==> src/vfr_pkg.sv <==
// Shared constants, types and codes of the voxel frame rotator.
`timescale 1ns / 1ps
`default_nettype none

package vfr_pkg;

    // Cube geometry.
    localparam int SIDE_SIZE    = 5;
    localparam int LAYER_COUNT  = 5;
    localparam int CENTRE_POINT = 2;
    localparam int ROW_COUNT    = LAYER_COUNT * SIDE_SIZE;
    localparam int ROW_W        = $clog2(ROW_COUNT);
    localparam int COORD_MAX    = (SIDE_SIZE > LAYER_COUNT) ? SIDE_SIZE : LAYER_COUNT;
    localparam int COORD_W      = $clog2(COORD_MAX);

    // Field widths of the channels.
    localparam int LAYER_W = 3;
    localparam int INDEX_W = 3;
    localparam int VOXEL_W = SIDE_SIZE;

    // Configuration port.
    localparam int ANGLE_W     = 10;
    localparam int AXIS_W      = 2;
    localparam int CFG_INDEX_W = 1;
    localparam int CFG_DATA_W  = ANGLE_W;

    typedef logic [CFG_INDEX_W-1:0] t_cfg_index;
    localparam t_cfg_index CFG_ANGLE = 1'd0;
    localparam t_cfg_index CFG_AXIS  = 1'd1;

    // Rotation axis codes; the fourth code selects no axis.
    typedef logic [AXIS_W-1:0] t_axis;
    localparam t_axis AXIS_Z = 2'd0;
    localparam t_axis AXIS_Y = 2'd1;
    localparam t_axis AXIS_X = 2'd2;

    // Rounded cosine or sine: -1, 0 or +1.
    typedef logic signed [1:0] t_unit;
    localparam t_unit UNIT_POS  = 2'sb01;
    localparam t_unit UNIT_ZERO = 2'sb00;
    localparam t_unit UNIT_NEG  = 2'sb11;

    // Rotation setup derived from the configuration registers.
    typedef struct packed {
        t_unit cos_u;
        t_unit sin_u;
        t_axis axis;
    } t_rot_cfg;

    // Target of one rotated voxel.
    typedef struct packed {
        logic                 hit;
        logic [ROW_W-1:0]     addr;
        logic [SIDE_SIZE-1:0] mask;
    } t_map;

endpackage

`default_nettype wire

==> src/vfr_in_if.sv <==
// Input row channel of the voxel frame rotator.
`timescale 1ns / 1ps
`default_nettype none

interface vfr_in_if;
    logic                        valid;
    logic                        ready;
    logic [vfr_pkg::LAYER_W-1:0] row_layer;
    logic [vfr_pkg::INDEX_W-1:0] row_index;
    logic [vfr_pkg::VOXEL_W-1:0] row_voxels;
    logic                        last_row;

    modport source (output valid, output row_layer, output row_index,
                    output row_voxels, output last_row, input ready);
    modport sink (input valid, input row_layer, input row_index,
                  input row_voxels, input last_row, output ready);
endinterface

`default_nettype wire

==> src/vfr_out_if.sv <==
// Output row channel of the voxel frame rotator.
`timescale 1ns / 1ps
`default_nettype none

interface vfr_out_if;
    logic                        valid;
    logic                        ready;
    logic [vfr_pkg::LAYER_W-1:0] out_layer;
    logic [vfr_pkg::INDEX_W-1:0] out_index;
    logic [vfr_pkg::VOXEL_W-1:0] out_voxels;
    logic                        out_last;

    modport source (output valid, output out_layer, output out_index,
                    output out_voxels, output out_last, input ready);
    modport sink (input valid, input out_layer, input out_index,
                  input out_voxels, input out_last, output ready);
endinterface

`default_nettype wire

==> src/vfr_ram.sv <==
// Generic single-port-write, single-port-read RAM with registered read data.
`timescale 1ns / 1ps
`default_nettype none

module vfr_ram #(
    parameter int WIDTH = 5,
    parameter int DEPTH = 25,
    localparam int ADDR_W = $clog2(DEPTH)
) (
    input  wire logic              i_clk,
    input  wire logic              i_we,
    input  wire logic [ADDR_W-1:0] i_waddr,
    input  wire logic [WIDTH-1:0]  i_wdata,
    input  wire logic              i_re,
    input  wire logic [ADDR_W-1:0] i_raddr,
    output logic      [WIDTH-1:0]  o_rdata
);

    logic [WIDTH-1:0] r_mem [DEPTH];

    // Write port.
    always_ff @(posedge i_clk) begin
        if (i_we) begin
            r_mem[i_waddr] <= i_wdata;
        end
    end

    // Read port; the data holds while no read is issued.
    always_ff @(posedge i_clk) begin
        if (i_re) begin
            o_rdata <= r_mem[i_raddr];
        end
    end

endmodule

`default_nettype wire

==> src/vfr_config.sv <==
// Configuration registers and rounded cosine and sine of the rotation angle.
`timescale 1ns / 1ps
`default_nettype none

module vfr_config (
    input  wire logic                           i_clk,
    input  wire logic                           i_rst_n,
    input  wire logic                           i_cfg_we,
    input  wire logic [vfr_pkg::CFG_INDEX_W-1:0] i_cfg_index,
    input  wire logic [vfr_pkg::CFG_DATA_W-1:0]  i_cfg_data,
    output vfr_pkg::t_rot_cfg                   o_cfg
);
    import vfr_pkg::*;

    localparam int RED_W = ANGLE_W + 1;
    localparam logic signed [RED_W-1:0] FULL_TURN = RED_W'(360);
    localparam logic signed [RED_W-1:0] TWO_TURNS = RED_W'(720);

    logic signed [ANGLE_W-1:0] r_angle;
    t_axis                     r_axis;
    logic signed [RED_W-1:0]   angle_ext;
    logic signed [RED_W-1:0]   angle_red;

    // Register writes.
    always_ff @(posedge i_clk) begin
        if (!i_rst_n) begin
            r_angle <= '0;
            r_axis  <= AXIS_Z;
        end else if (i_cfg_we) begin
            unique case (i_cfg_index)
                CFG_ANGLE: r_angle <= i_cfg_data;
                CFG_AXIS:  r_axis  <= i_cfg_data[AXIS_W-1:0];
                default:   ;
            endcase
        end
    end

    // Reduce the angle into 0 to 359 degrees.
    assign angle_ext = RED_W'(r_angle);

    always_comb begin
        priority if (angle_ext < -FULL_TURN) begin
            angle_red = angle_ext + TWO_TURNS;
        end else if (angle_ext < 0) begin
            angle_red = angle_ext + FULL_TURN;
        end else if (angle_ext >= FULL_TURN) begin
            angle_red = angle_ext - FULL_TURN;
        end else begin
            angle_red = angle_ext;
        end
    end

    // Round cosine and sine to -1, 0 or +1, ties away from zero.
    always_comb begin
        priority if (angle_red <= RED_W'(60) || angle_red >= RED_W'(300)) begin
            o_cfg.cos_u = UNIT_POS;
        end else if (angle_red >= RED_W'(120) && angle_red <= RED_W'(240)) begin
            o_cfg.cos_u = UNIT_NEG;
        end else begin
            o_cfg.cos_u = UNIT_ZERO;
        end

        priority if (angle_red >= RED_W'(30) && angle_red <= RED_W'(150)) begin
            o_cfg.sin_u = UNIT_POS;
        end else if (angle_red >= RED_W'(210) && angle_red <= RED_W'(330)) begin
            o_cfg.sin_u = UNIT_NEG;
        end else begin
            o_cfg.sin_u = UNIT_ZERO;
        end

        o_cfg.axis = r_axis;
    end

endmodule

`default_nettype wire

==> src/vfr_mapper.sv <==
// Maps one source voxel to its row and bit in the rotated frame.
`timescale 1ns / 1ps
`default_nettype none

module vfr_mapper (
    input  wire logic [vfr_pkg::COORD_W-1:0] i_x,
    input  wire logic [vfr_pkg::COORD_W-1:0] i_y,
    input  wire logic [vfr_pkg::COORD_W-1:0] i_z,
    input  vfr_pkg::t_rot_cfg                i_cfg,
    output vfr_pkg::t_map                    o_map
);
    import vfr_pkg::*;

    localparam int SW = COORD_W + 3;
    localparam logic signed [SW-1:0] CENTRE_S = SW'(CENTRE_POINT);
    localparam logic signed [SW-1:0] SIDE_S   = SW'(SIDE_SIZE);
    localparam logic signed [SW-1:0] LAYER_S  = SW'(LAYER_COUNT);

    logic signed [SW-1:0] ux, uy, uz;
    logic signed [SW-1:0] nx, ny, nz;
    logic                 axis_ok;

    // Product of a unit value and a small signed coordinate.
    function automatic logic signed [SW-1:0] scale(t_unit k, logic signed [SW-1:0] v);
        logic signed [SW-1:0] res;
        unique case (k)
            UNIT_POS: res = v;
            UNIT_NEG: res = -v;
            default:  res = '0;
        endcase
        return res;
    endfunction

    // Offsets from the centre.
    assign ux = $signed(SW'(i_x)) - CENTRE_S;
    assign uy = $signed(SW'(i_y)) - CENTRE_S;
    assign uz = $signed(SW'(i_z)) - CENTRE_S;

    // Rotated coordinates per axis.
    always_comb begin
        nx      = $signed(SW'(i_x));
        ny      = $signed(SW'(i_y));
        nz      = $signed(SW'(i_z));
        axis_ok = 1'b1;
        unique case (i_cfg.axis)
            AXIS_Z: begin
                nx = scale(i_cfg.cos_u, ux) - scale(i_cfg.sin_u, uy) + CENTRE_S;
                ny = scale(i_cfg.sin_u, ux) + scale(i_cfg.cos_u, uy) + CENTRE_S;
            end
            AXIS_Y: begin
                nx = scale(i_cfg.cos_u, uz) + scale(i_cfg.sin_u, ux) + CENTRE_S;
                nz = scale(i_cfg.cos_u, ux) - scale(i_cfg.sin_u, uz) + CENTRE_S;
            end
            AXIS_X: begin
                ny = scale(i_cfg.cos_u, uz) - scale(i_cfg.sin_u, uy) + CENTRE_S;
                nz = scale(i_cfg.sin_u, uz) + scale(i_cfg.cos_u, uy) + CENTRE_S;
            end
            default: axis_ok = 1'b0;
        endcase
    end

    // Drop targets outside the cube and form the row address and bit.
    assign o_map.hit = axis_ok
                     && nx >= 0 && nx < SIDE_S
                     && ny >= 0 && ny < SIDE_S
                     && nz >= 0 && nz < LAYER_S;
    assign o_map.addr = ROW_W'(ROW_W'(nz[COORD_W-1:0]) * ROW_W'(SIDE_SIZE)
                        + ROW_W'(ny[COORD_W-1:0]));
    assign o_map.mask = SIDE_SIZE'(1) << nx[COORD_W-1:0];

endmodule

`default_nettype wire

==> src/voxel_frame_rotator.sv <==
// Voxel frame rotator: row loader, rotation sequencer over two RAMs, row emitter.
// After the last row is accepted the rotator does one source read, one voxel step per
// voxel, one write drain and one RAM read before it offers the first rotated row, and
// one RAM read before each further row; each row waits for the receiver to take it.
// Rows are taken only while idle and are only stored until the last row; the voxel loop
// sets the pace of a 25-row frame with one read-modify-write of the rotated RAM per voxel.
// Reset clears control state and the configuration; the source RAM is undefined.
`timescale 1ns / 1ps
`default_nettype none

module voxel_frame_rotator (
    input  wire logic                            i_clk,
    input  wire logic                            i_rst_n,
    input  wire logic                            i_cfg_we,
    input  wire logic [vfr_pkg::CFG_INDEX_W-1:0] i_cfg_index,
    input  wire logic [vfr_pkg::CFG_DATA_W-1:0]  i_cfg_data,
    vfr_in_if.sink                               i_row,
    vfr_out_if.source                            o_out
);
    import vfr_pkg::*;

    typedef enum logic [5:0] {
        S_IDLE      = 6'b000001,
        S_READ      = 6'b000010,
        S_VOX       = 6'b000100,
        S_DRAIN     = 6'b001000,
        S_EMIT_RD   = 6'b010000,
        S_EMIT_SHOW = 6'b100000
    } t_state;

    localparam logic [COORD_W-1:0] X_LAST   = COORD_W'(SIDE_SIZE - 1);
    localparam logic [COORD_W-1:0] Y_LAST   = COORD_W'(SIDE_SIZE - 1);
    localparam logic [ROW_W-1:0]   ROW_LAST = ROW_W'(ROW_COUNT - 1);

    t_state               r_state, n_state;
    logic [COORD_W-1:0]   r_x, n_x, r_y, n_y, r_z, n_z;
    logic [ROW_W-1:0]     r_row, n_row;
    logic [ROW_COUNT-1:0] r_vld;
    logic                 r_s1_valid, n_s1_valid;
    logic [ROW_W-1:0]     r_s1_addr;
    logic [SIDE_SIZE-1:0] r_s1_mask;
    logic                 r_fwd_valid;
    logic [ROW_W-1:0]     r_fwd_addr;
    logic [SIDE_SIZE-1:0] r_fwd_data;

    t_rot_cfg             rot_cfg;
    t_map                 map;
    logic                 in_xfer, out_xfer;
    logic                 in_range;
    logic [ROW_W-1:0]     in_addr;
    logic [ROW_W-1:0]     row_next;
    logic                 row_end;
    logic                 src_re;
    logic [ROW_W-1:0]     src_raddr;
    logic [SIDE_SIZE-1:0] src_rdata;
    logic                 lit;
    logic                 rot_re;
    logic [ROW_W-1:0]     rot_raddr;
    logic [SIDE_SIZE-1:0] rot_rdata;
    logic [SIDE_SIZE-1:0] rot_base;
    logic [SIDE_SIZE-1:0] rot_merged;

    // Configuration registers.
    vfr_config u_config (
        .i_clk       (i_clk),
        .i_rst_n     (i_rst_n),
        .i_cfg_we    (i_cfg_we),
        .i_cfg_index (i_cfg_index),
        .i_cfg_data  (i_cfg_data),
        .o_cfg       (rot_cfg)
    );

    // Input transfer and the source row address.
    assign i_row.ready = (r_state == S_IDLE);
    assign in_xfer     = i_row.valid && i_row.ready;
    assign in_range    = (int'(i_row.row_layer) < LAYER_COUNT)
                      && (int'(i_row.row_index) < SIDE_SIZE);
    assign in_addr     = ROW_W'(ROW_W'(i_row.row_layer) * ROW_W'(SIDE_SIZE)
                         + ROW_W'(i_row.row_index));

    // Source RAM: read once per row, the next row prefetched on the last voxel.
    assign row_next  = ROW_W'(r_row + ROW_W'(1));
    assign row_end   = (r_x == X_LAST);
    assign src_re    = (r_state == S_READ)
                    || (r_state == S_VOX && row_end && r_row != ROW_LAST);
    assign src_raddr = (r_state == S_READ) ? r_row : row_next;

    vfr_ram #(.WIDTH(SIDE_SIZE), .DEPTH(ROW_COUNT)) u_src_ram (
        .i_clk   (i_clk),
        .i_we    (in_xfer && in_range),
        .i_waddr (in_addr),
        .i_wdata (i_row.row_voxels),
        .i_re    (src_re),
        .i_raddr (src_raddr),
        .o_rdata (src_rdata)
    );

    // Target of the current voxel.
    vfr_mapper u_mapper (
        .i_x   (r_x),
        .i_y   (r_y),
        .i_z   (r_z),
        .i_cfg (rot_cfg),
        .o_map (map)
    );

    assign lit = src_rdata[r_x];

    // Rotated RAM: read the target row, merge the voxel, write it back in the next cycle.
    assign rot_re    = (r_state == S_VOX) || (r_state == S_EMIT_RD);
    assign rot_raddr = (r_state == S_EMIT_RD) ? r_row : map.addr;

    // The write of the previous cycle is not yet in the read data, so forward it.
    always_comb begin
        if (r_fwd_valid && r_fwd_addr == r_s1_addr) begin
            rot_base = r_fwd_data;
        end else if (r_vld[r_s1_addr]) begin
            rot_base = rot_rdata;
        end else begin
            rot_base = '0;
        end
    end
    assign rot_merged = rot_base | r_s1_mask;

    vfr_ram #(.WIDTH(SIDE_SIZE), .DEPTH(ROW_COUNT)) u_rot_ram (
        .i_clk   (i_clk),
        .i_we    (r_s1_valid),
        .i_waddr (r_s1_addr),
        .i_wdata (rot_merged),
        .i_re    (rot_re),
        .i_raddr (rot_raddr),
        .o_rdata (rot_rdata)
    );

    // Output row; rows never written since the clear read as zero.
    assign out_xfer         = o_out.valid && o_out.ready;
    assign o_out.valid      = (r_state == S_EMIT_SHOW);
    assign o_out.out_layer  = LAYER_W'(r_z);
    assign o_out.out_index  = INDEX_W'(r_y);
    assign o_out.out_voxels = r_vld[r_row] ? rot_rdata : '0;
    assign o_out.out_last   = (r_row == ROW_LAST);

    // Sequencer: load, scan voxels, drain, emit.
    always_comb begin
        n_state    = r_state;
        n_x        = r_x;
        n_y        = r_y;
        n_z        = r_z;
        n_row      = r_row;
        n_s1_valid = 1'b0;
        unique case (r_state)
            S_IDLE: begin
                if (in_xfer && i_row.last_row) begin
                    n_state = S_READ;
                    n_x     = '0;
                    n_y     = '0;
                    n_z     = '0;
                    n_row   = '0;
                end
            end
            S_READ: begin
                n_state = S_VOX;
            end
            S_VOX: begin
                n_s1_valid = lit && map.hit;
                if (row_end) begin
                    n_x = '0;
                    if (r_row == ROW_LAST) begin
                        n_state = S_DRAIN;
                        n_y     = '0;
                        n_z     = '0;
                        n_row   = '0;
                    end else begin
                        n_row = row_next;
                        if (r_y == Y_LAST) begin
                            n_y = '0;
                            n_z = COORD_W'(r_z + COORD_W'(1));
                        end else begin
                            n_y = COORD_W'(r_y + COORD_W'(1));
                        end
                    end
                end else begin
                    n_x = COORD_W'(r_x + COORD_W'(1));
                end
            end
            S_DRAIN: begin
                n_state = S_EMIT_RD;
            end
            S_EMIT_RD: begin
                n_state = S_EMIT_SHOW;
            end
            S_EMIT_SHOW: begin
                if (out_xfer) begin
                    if (r_row == ROW_LAST) begin
                        n_state = S_IDLE;
                        n_y     = '0;
                        n_z     = '0;
                        n_row   = '0;
                    end else begin
                        n_state = S_EMIT_RD;
                        n_row   = row_next;
                        if (r_y == Y_LAST) begin
                            n_y = '0;
                            n_z = COORD_W'(r_z + COORD_W'(1));
                        end else begin
                            n_y = COORD_W'(r_y + COORD_W'(1));
                        end
                    end
                end
            end
            default: n_state = S_IDLE;
        endcase
    end

    // Control registers.
    always_ff @(posedge i_clk) begin
        if (!i_rst_n) begin
            r_state     <= S_IDLE;
            r_x         <= '0;
            r_y         <= '0;
            r_z         <= '0;
            r_row       <= '0;
            r_s1_valid  <= 1'b0;
            r_fwd_valid <= 1'b0;
            r_vld       <= '0;
        end else begin
            r_state     <= n_state;
            r_x         <= n_x;
            r_y         <= n_y;
            r_z         <= n_z;
            r_row       <= n_row;
            r_s1_valid  <= n_s1_valid;
            r_fwd_valid <= r_s1_valid;
            // The rotated frame is cleared when a rotation starts.
            if (in_xfer && i_row.last_row) begin
                r_vld <= '0;
            end else if (r_s1_valid) begin
                r_vld[r_s1_addr] <= 1'b1;
            end
        end
    end

    // Voxel pipeline and forwarding payload.
    always_ff @(posedge i_clk) begin
        r_s1_addr  <= map.addr;
        r_s1_mask  <= map.mask;
        r_fwd_addr <= r_s1_addr;
        r_fwd_data <= rot_merged;
    end

    // A merge write only follows a voxel step.
    a_s1_after_vox: assert property (@(posedge i_clk) disable iff (!i_rst_n)
        r_s1_valid |-> $past(r_state == S_VOX))
        else $error("voxel write without a voxel step");

    // Merge writes stay inside the frame.
    a_s1_addr_range: assert property (@(posedge i_clk) disable iff (!i_rst_n)
        r_s1_valid |-> (r_s1_addr <= ROW_LAST))
        else $error("voxel write outside the frame");

    // No input is taken while a rotated row is offered.
    a_no_load_on_emit: assert property (@(posedge i_clk) disable iff (!i_rst_n)
        o_out.valid |-> !i_row.ready)
        else $error("input ready while emitting");

    // The last row transfer ends the frame.
    a_last_to_idle: assert property (@(posedge i_clk) disable iff (!i_rst_n)
        (out_xfer && o_out.out_last) |=> (r_state == S_IDLE))
        else $error("frame did not end after the last row");

    // No write is pending when emission begins.
    a_drained: assert property (@(posedge i_clk) disable iff (!i_rst_n)
        (r_state == S_EMIT_RD) |-> !r_s1_valid)
        else $error("rotated RAM write pending at emission");

endmodule

`default_nettype wire

==> src/flat_wrapper.sv <==
// flat-port wrapper written by rule: the top's interface ports become plain ports
module voxel_frame_rotator_flat import vfr_pkg::*;
  (i_clk, i_rst_n, i_cfg_we, i_cfg_index, i_cfg_data, i_row_valid, i_row_row_layer, i_row_row_index, i_row_row_voxels, i_row_last_row, i_row_ready, o_out_valid, o_out_out_layer, o_out_out_index, o_out_out_voxels, o_out_out_last, o_out_ready);
  vfr_in_if i_row_i ();
  vfr_out_if o_out_i ();
  input  wire logic i_clk;
  input  wire logic i_rst_n;
  input  wire logic i_cfg_we;
  input  wire logic [vfr_pkg::CFG_INDEX_W-1:0] i_cfg_index;
  input  wire logic [vfr_pkg::CFG_DATA_W-1:0] i_cfg_data;
  input wire logic [$bits(i_row_i.valid)-1:0] i_row_valid;
  input wire logic [$bits(i_row_i.row_layer)-1:0] i_row_row_layer;
  input wire logic [$bits(i_row_i.row_index)-1:0] i_row_row_index;
  input wire logic [$bits(i_row_i.row_voxels)-1:0] i_row_row_voxels;
  input wire logic [$bits(i_row_i.last_row)-1:0] i_row_last_row;
  output wire logic [$bits(i_row_i.ready)-1:0] i_row_ready;
  output wire logic [$bits(o_out_i.valid)-1:0] o_out_valid;
  output wire logic [$bits(o_out_i.out_layer)-1:0] o_out_out_layer;
  output wire logic [$bits(o_out_i.out_index)-1:0] o_out_out_index;
  output wire logic [$bits(o_out_i.out_voxels)-1:0] o_out_out_voxels;
  output wire logic [$bits(o_out_i.out_last)-1:0] o_out_out_last;
  input wire logic [$bits(o_out_i.ready)-1:0] o_out_ready;
  assign i_row_i.valid = i_row_valid;
  assign i_row_i.row_layer = i_row_row_layer;
  assign i_row_i.row_index = i_row_row_index;
  assign i_row_i.row_voxels = i_row_row_voxels;
  assign i_row_i.last_row = i_row_last_row;
  assign i_row_ready = i_row_i.ready;
  assign o_out_valid = o_out_i.valid;
  assign o_out_out_layer = o_out_i.out_layer;
  assign o_out_out_index = o_out_i.out_index;
  assign o_out_out_voxels = o_out_i.out_voxels;
  assign o_out_out_last = o_out_i.out_last;
  assign o_out_i.ready = o_out_ready;
  voxel_frame_rotator u_core (.i_clk(i_clk), .i_rst_n(i_rst_n), .i_cfg_we(i_cfg_we), .i_cfg_index(i_cfg_index), .i_cfg_data(i_cfg_data), .i_row(i_row_i), .o_out(o_out_i));
endmodule
==> config.mk <==
export PLATFORM = sky130hd
export DESIGN_NAME = voxel_frame_rotator_flat
export DESIGN_NICKNAME = d
export VERILOG_FILES = /design/src/vfr_pkg.sv /design/src/vfr_in_if.sv /design/src/vfr_out_if.sv /design/src/vfr_ram.sv /design/src/vfr_config.sv /design/src/vfr_mapper.sv /design/src/voxel_frame_rotator.sv /design/src/flat_wrapper.sv
export SDC_FILE = /design/constraint.sdc
export NUM_CORES = 1
export LEC_CHECK = 0
export BUFFER_PORTS_ARGS = -buffer_cell sky130_fd_sc_hd__buf_2
export CORE_MARGIN = 2
export CORE_UTILIZATION = 57
export DETAILED_ROUTE_END_ITERATION = 6
export GPL_ROUTABILITY_DRIVEN = 0
export PLACE_DENSITY = 0.77
export SLEW_MARGIN = 20
export SYNTH_ARGS = -nofsm -noshare
export SYNTH_HDL_FRONTEND = slang
export SYNTH_SLANG_ARGS = --single-unit
==> constraint.sdc <==
create_clock -name i_clk -period 6.95 [get_ports i_clk]
set_input_delay 0.695 -clock i_clk [delete_from_list [all_inputs] [get_ports i_clk]]
set_output_delay 0.695 -clock i_clk [all_outputs]
set_load 0.05 [all_outputs]
# After elaboration in Yosys (flattened, before gate mapping)
# Memories as Yosys holds them, arrays and structs flattened. A register that Yosys moved wholly into a read port is not among the register bits.
# Index checks and enable logic that the tools add are counted.
[totals] inputBits=28 mem_bits_rw=250 n_memories=2 word_cells=197 reg_bits=79
[mem_list] name="u_core.u_rot_ram.r_mem" depth=25 word_bits=5 rd=1 rd_ports_with_merged_regs=1 write_ports=1 line_no="vfr_ram.sv:19" rtl="logic [WIDTH-1:0] r_mem [DEPTH];"
[mem_list] name="u_core.u_src_ram.r_mem" depth=25 word_bits=5 rd=1 rd_ports_with_merged_regs=1 write_ports=1 line_no="vfr_ram.sv:19"
[classes] muxes=70 multipliers=2 bitwise_logic=4 n_addsub=27 n_reduce_logical=33 magnitude_cmp=23 eq_ne=21 n_shift=1
[op_table] operator="case mux 6 bit (2 select lines)" n=9
[op_table] operator="2-to-1 mux 6 bit" n=16
[op_table] operator="2-to-1 mux 5 bit" n=10
[op_table] operator="adder 6 x 3 -> 6 bit, second input constant" n=6
[op_table] operator="case mux 6 bit (6 select lines)" n=1
[op_table] operator="2-to-1 mux 11 bit" n=3
[op_table] operator="2-to-1 mux 3 bit" n=10
[op_table] operator="OR 25 bit" n=1
[op_table] operator="<= comparator 11 x 9 -> 1 bit, second input constant" n=2
[op_table] operator="logical AND 1 bit" n=19
[op_table] operator="adder 6 bit" n=3
[op_table] operator=">= comparator 6 x 1 -> 1 bit, second input constant" n=3
[op_table] operator="less-than comparator 6 x 4 -> 1 bit, second input constant" n=3
[op_table] operator="case mux 3 bit (3 select lines)" n=2
[op_table] operator="subtractor 6 bit" n=3
[op_table] operator="case mux 5 bit (3 select lines)" n=1
[op_table] operator="less-than comparator 5 x 6 -> 1 bit, second input constant" n=2
[op_table] operator="negator 4 -> 6 bit" n=2
[op_table] operator="subtractor 3 x 2 -> 4 bit, second input constant" n=3
[op_table] operator="adder 10 x 10 -> 11 bit, second input constant" n=1
[op_table] operator="adder 10 x 11 -> 11 bit, second input constant" n=1
[op_table] operator=">= comparator 11 x 10 -> 1 bit, second input constant" n=1
[op_table] operator=">= comparator 11 x 6 -> 1 bit, second input constant" n=1
[op_table] operator=">= comparator 11 x 8 -> 1 bit, second input constant" n=1
[op_table] operator="46 further kinds" n=77

# Longest topological paths before layout
[logic_depth] ltp_word=22 depth_mapped=31

# By module
# Synthesis repeated with hierarchy kept, for this count alone.
[hier_totals] cells_unflattened=1397 hier_area_um2=17476.8
[modules_own_cells] mod="vfr_ram at u_core.u_rot_ram" area_each_um2=5128.7 n_inst=1 cells_each=272
[modules_own_cells] mod="vfr_ram at u_core.u_src_ram" area_each_um2=5128.7 n_inst=1 cells_each=263
[modules_own_cells] mod="voxel_frame_rotator" area_each_um2=3483.3 n_inst=1 cells_each=381
[modules_own_cells] mod="vfr_mapper" area_each_um2=2576.2 n_inst=1 cells_each=323
[modules_own_cells] mod="vfr_config" area_each_um2=1159.9 n_inst=1 cells_each=158

# Least setup slack after synthesis
# OpenSTA, ideal clock, no wires.
[synth_timing] kind="register to register" from="reg u_core.u_config.r_angle[5]" to="reg u_core.u_rot_ram.o_rdata[0] (read register of u_core.u_rot_ram.r_mem), data pin" synth_period_minus_slack_ns=6.752 stages_incl_launch_ff=32 arrival_ns=6.474 required_ns=6.672 path_slack_ns=0.198 n_path_buf=3 path_cell_list="dfxtp_1 -> buf_2 -> inv_1 -> ha_1 -> a211oi_1 -> o21ai_0 -> o2111a_1 -> or3_1 -> a2111oi_2 -> o22a_1 -> clkbuf_1 -> nor2_1 -> a21oi_1 -> ha_1 -> inv_1 -> ha_1 -> inv_1 -> fa_1 -> o22ai_1 -> nand2_1 -> o21ai_0 -> ha_1 -> ha_1 -> inv_1 -> fa_1 -> xnor2_1 -> mux2i_1 -> clkbuf_1 -> mux2i_1 -> nand2_1 -> nand3_1 -> o21ai_0"
[synth_rtl] element="start: declaration" line_no="vfr_config.sv:19" rtl="logic signed [ANGLE_W-1:0] r_angle;"
[synth_rtl] element="start signal: assignment" line_no="vfr_config.sv:31" rtl="CFG_ANGLE: r_angle <= i_cfg_data;"
[synth_rtl] element="end: declaration" line_no="vfr_ram.sv:16" rtl="output logic [WIDTH-1:0] o_rdata"

==> tab_implementation.tex <==
\begin{tabular}{lr}
\hline
Metric & Value \\
\hline
\multicolumn{2}{l}{\textbf{Run status}} \\
\quad Result of the run & finished clean \\
\multicolumn{2}{l}{\textbf{Route}} \\
\quad DRC violations left & 0 \\
\quad Post-detailed-route count of antenna-violating nets & 0 \\
\quad Detailed Route WL & 38700 um \\
\quad Ratio of routed vias to standard cells & 6.30 \\
\quad Number of vias after detailed routing & 11200 \\
\quad Violation count after the first detailed-routing iteration & 1118 \\
\quad Total iterations of the first detailed-routing run & 5 \\
\quad Wirelength per Cell & 21.7 um \\
\multicolumn{2}{l}{\textbf{Worst setup path}} \\
\quad Category of the critical setup timing path & reg2reg \\
\quad Worst endpoint data arrival time & 7.09 ns \\
\quad Max incr delay on CP & 0.52 ns \\
\quad Worst endpoint required time & 7.23 ns \\
\quad Crit start category & register \\
\quad Capture point of the critical path & u\_core.u\_rot\_ram.o\_rdata[3] \\
\quad Largest fanout on the critical path & 6 \\
\quad Endpoint of the lowest-slack register-to-register path & u\_core.u\_rot\_ram.o\_rdata[3] \\
\quad Crit Reg-Reg Startpoint & u\_core.u\_config.r\_angle[4] \\
\quad Critical Path Slowest Stage Cell & or4\_4 \\
\quad Capturing element type of the critical path & register \\
\quad Crit path launch & u\_core.u\_config.r\_angle[4] \\
\quad Setup slack, reg-to-reg & 0.13 ns \\
\quad Reg2Reg Depth & 29 \\
\quad Crit-path most repeated cell & inv\_1 \\
\multicolumn{2}{l}{\textbf{Clocking}} \\
\quad TritonCTS clock tree & yes \\
\quad CTS H-tree depth & 2 \\
\quad Clock latency on the worst-skew pair & 0.53 ns \\
\quad Root buffer cell & clkbuf\_16 \\
\quad CTS sink cnt & 339 \\
\quad Clock transition at the registers of the reported paths & 0.06 ns \\
\quad Total CTS buffers & 35 \\
\quad Bufs on Longest Clock Path & 3 \\
\multicolumn{2}{l}{\textbf{Floorplan}} \\
\quad DIE AREA & 31400 um\^{}2 \\
\quad Floorplan die width & 177 um \\
\quad Cell row count & 63 \\
\quad Effective utilization at floorplan & 0.578 \\
\quad Area of the core & 29600 um\^{}2 \\
\quad Die Height & 177 um \\
\quad I/O pin total & 42 \\
\multicolumn{2}{l}{\textbf{Layout}} \\
\quad Post-route cell area & 19100 um\^{}2 \\
\quad Area used by sequential logic in the layout & 9400 um\^{}2 \\
\quad Total number of nets in the final design & 1501 \\
\quad P\&R area growth vs syn & 12.1\% \\
\quad Share of cells above drive strength 1 & 0.175 \\
\quad Area taken by multi-input logic gates & 7320 um\^{}2 \\
\quad Number of inserted diodes & 0 \\
\quad Count of fill cells added during filler insertion & 2080 \\
\multicolumn{2}{l}{\textbf{Synthesis}} \\
\quad Flip-flop cell with the highest count after synthesis & edfxtp\_1 \\
\quad Syn Nets & 1448 \\
\quad Ranking of synthesized cells by instance count & 260 x edfxtp\_1, 106 x nand2\_1, 96 x ha\_1, 95 x nor2\_1, 84 x inv\_1 \\
\quad Number of different library cells in the post-synthesis netlist & 81 \\
\quad Yosys warning count & 0 \\
\quad Top-area cell type share of the netlist area & 0.457 \\
\quad Post-synthesis sequential element count & 339 \\
\quad Most frequently used cell type in the post-synthesis netlist & edfxtp\_1 \\
\quad Sequential fraction of the synthesis area & 0.550 \\
\quad Top cells by area, synth & edfxtp\_1 46\%, mux4\_2 10\%, dfxtp\_1 9.3\%, ha\_1 7.0\%, nand2\_1 2.3\% \\
\quad Synthesized netlist cell count & 1313 \\
\quad Yosys top cell by area & edfxtp\_1 \\
\quad Number of enable flip-flop cells after synthesis & 260 \\
\quad Async set or reset register ratio after synthesis & 0 \\
\quad Average size of a mapped cell & 13.0 um\^{}2 \\
\quad Cell area after synthesis & 17100 um\^{}2 \\
\multicolumn{2}{l}{\textbf{Power and ir drop}} \\
\quad Max IR drop VDD & 0.000215 V \\
\quad PwrDens & 329 nW/um\^{}2 \\
\quad Leakage power figure & 7.05 nW \\
\multicolumn{2}{l}{\textbf{STA}} \\
\quad Period utilisation layout & 0.981 \\
\quad Achievable frequency & 147 MHz \\
\quad Slew headroom & 0.323 \\
\quad Pin slew with the least headroom to its limit & 1.02 ns \\
\quad Worst Slack Setup Final & 0.135 ns \\
\quad Final Max Slew Viols & 0 \\
\quad Layout Skew & 0.0229 ns \\
\quad Final critical-path required period & 6.82 ns \\
\quad Setup-failing EPs final & 0 \\
\quad Hold violation total from the final report & 0 \\
\multicolumn{2}{l}{\textbf{Global route}} \\
\quad Overall routing resource usage & 0.252 \\
\quad Met3 capacity usage during global routing & 0.0372 \\
\quad Met2 Usage GRT & 0.410 \\
\quad Met1 layer usage reported by global route & 0.351 \\
\quad Pin count of the biggest net entering global routing & 31 \\
\quad Global-route wire length before repair & 61100 um \\
\quad Busiest layer in global routing & met2 \\
\quad Initial antenna violation count & 0 \\
\quad GR Overflow Total & 0 \\
\quad Number of global-route vias before repair & 11100 \\
\multicolumn{2}{l}{\textbf{Hold path}} \\
\quad Hold WC Path Type & in2reg \\
\multicolumn{2}{l}{\textbf{Flow run}} \\
\quad Total of max-cap violations & 0 \\
\multicolumn{2}{l}{\textbf{Placed design}} \\
\quad DP Wirelength & 26300 um \\
\quad Post-placement worst setup slack & 0.0224 ns \\
\quad Area after DPL & 17800 um\^{}2 \\
\quad Count of buffers from port buffering & 41 \\
\hline
\end{tabular}
[timing repair]
| action | in CTS | in global routing |
|---|---|---|
| buffers inserted | 0 | 4 |
| hold buffers | 0 | 0 |
| resized for setup | 0 | 26 |
| endpoints found under the setup margin | 0 | 5 |
[final cells by class]
cell class              count  area share
flip-flops and latches    339       0.491
multi-input cells         840       0.382
clock buffers              50      0.0514
well taps                 390      0.0255
repair buffers             66      0.0241
inverters                  84      0.0166
clock inverters            13     0.00941
[worst max-delay path: cells and delay by family, from the launching register on]
kind | cells | cell delay [ns]
and+or+nand+nor | 7 | 1.70
DFF | 1 | 0.37
buffers and inverters | 6 | 0.57
adders and majority gates | 7 | 2.15
AOI/OAI and AO/OA | 6 | 1.06
muxes | 2 | 0.56
xor gates and xnor gates | 1 | 0.16
[worst min-delay path by stage]
| stage | startpoint | end | slack (ns) | depth (start not counted) |
|---|---|---|---|---|
| 2_1_floorplan | u_core.r_s1_addr[2] | u_core.r_fwd_addr[2] | 0.33 | 0 |
| 3_3_place_gp | u_core.r_vld[4] | u_core.r_vld[4] | 0.46 | 1 |
| 3_5_place_dp | u_core.u_config.r_angle[6] | u_core.u_config.r_angle[6] | 0.46 | 2 |
| 4_1_cts | i_cfg_data[8] | u_core.u_config.r_angle[8] | 0.41 | 3 |
| 5_1_grt | i_cfg_data[7] | u_core.u_config.r_angle[7] | 0.43 | 3 |
| 6_report | i_cfg_data[8] | u_core.u_config.r_angle[8] | 0.43 | 3 |
[flip-flops by register name, summed over array words and instances, names as in the netlist, 5 cells and up]
name	flops
u_core.r_row	5
u_core.u_config.r_angle	10
u_core.u_src_ram.r_mem	125
u_core.r_state	6
u_core.u_rot_ram.r_mem	125
u_core.r_s1_mask	5
u_core.r_fwd_addr	5
u_core.r_vld	25
u_core.r_s1_addr	5
u_core.r_fwd_data	5
u_core.u_src_ram.o_rdata	5
u_core.u_rot_ram.o_rdata	5
[per-layer routing]
layer | vias to the layer above | wire, um
li1 | 5067 | -
met5 | - | 0
met2 | 486 | 18800
met1 | 5577 | 16100
met4 | 0 | 1140
met3 | 91 | 2720
[logic make-up after synthesis]
group                      count (synthesis)  synth area share
and+or+nand+nor                          336            0.0951
muxes                                    103             0.118
DFF                                      339             0.550
xor gates and xnor gates                  43            0.0229
adders and majority gates                107            0.0832
buffers and inverters                    134            0.0300
AOI/OAI and AO/OA                        251             0.101
[metrics by stage]
step | hold slack [ns] | instances | util | setup TNS (ns) | power (mW)
2_1_floorplan | 0.329 | 1313 | - | 0 | 3.88
3_3_place_gp | 0.461 | 1712 | 0.601 | 0 | 4.32
3_5_place_dp | 0.463 | 1712 | 0.601 | 0 | 4.37
4_1_cts | 0.414 | 1775 | 0.640 | 0 | 6.27
5_1_grt | 0.431 | 1782 | 0.648 | -0.162 | 6.62
6_report | 0.427 | 1782 | 0.648 | 0 | 6.30
[power by group]
group | internal [mW] | switching [mW] | leakage [nW] | total [mW]
registers | 2.32 | 0.0918 | 3.07 | 2.41
logic | 0.869 | 1.13 | 3.42 | 2.00
clock network | 1.14 | 0.760 | 0.567 | 1.90
[cell usage in the layout (no fill, tap or decap), types with 10 or more instances in the layout]
master / count
ha_1: 93
clkbuf_16: 38
xor2_1: 16
dfxtp_1: 77
o22ai_1: 14
nand3_1: 31
o21a_1: 35
o21ai_0: 49
nand2_1: 106
fa_1: 11
nor2_1: 95
xnor2_1: 25
clkbuf_1: 11
nand2b_1: 11
nor3_1: 12
a21oi_1: 58
mux2i_1: 21
nor2b_1: 18
mux4_2: 79
a21o_1: 10
inv_1: 82
buf_4: 21
buf_2: 41
edfxtp_1: 260
nand3b_1: 11
Note: power is estimated with default switching activity, not from simulation.
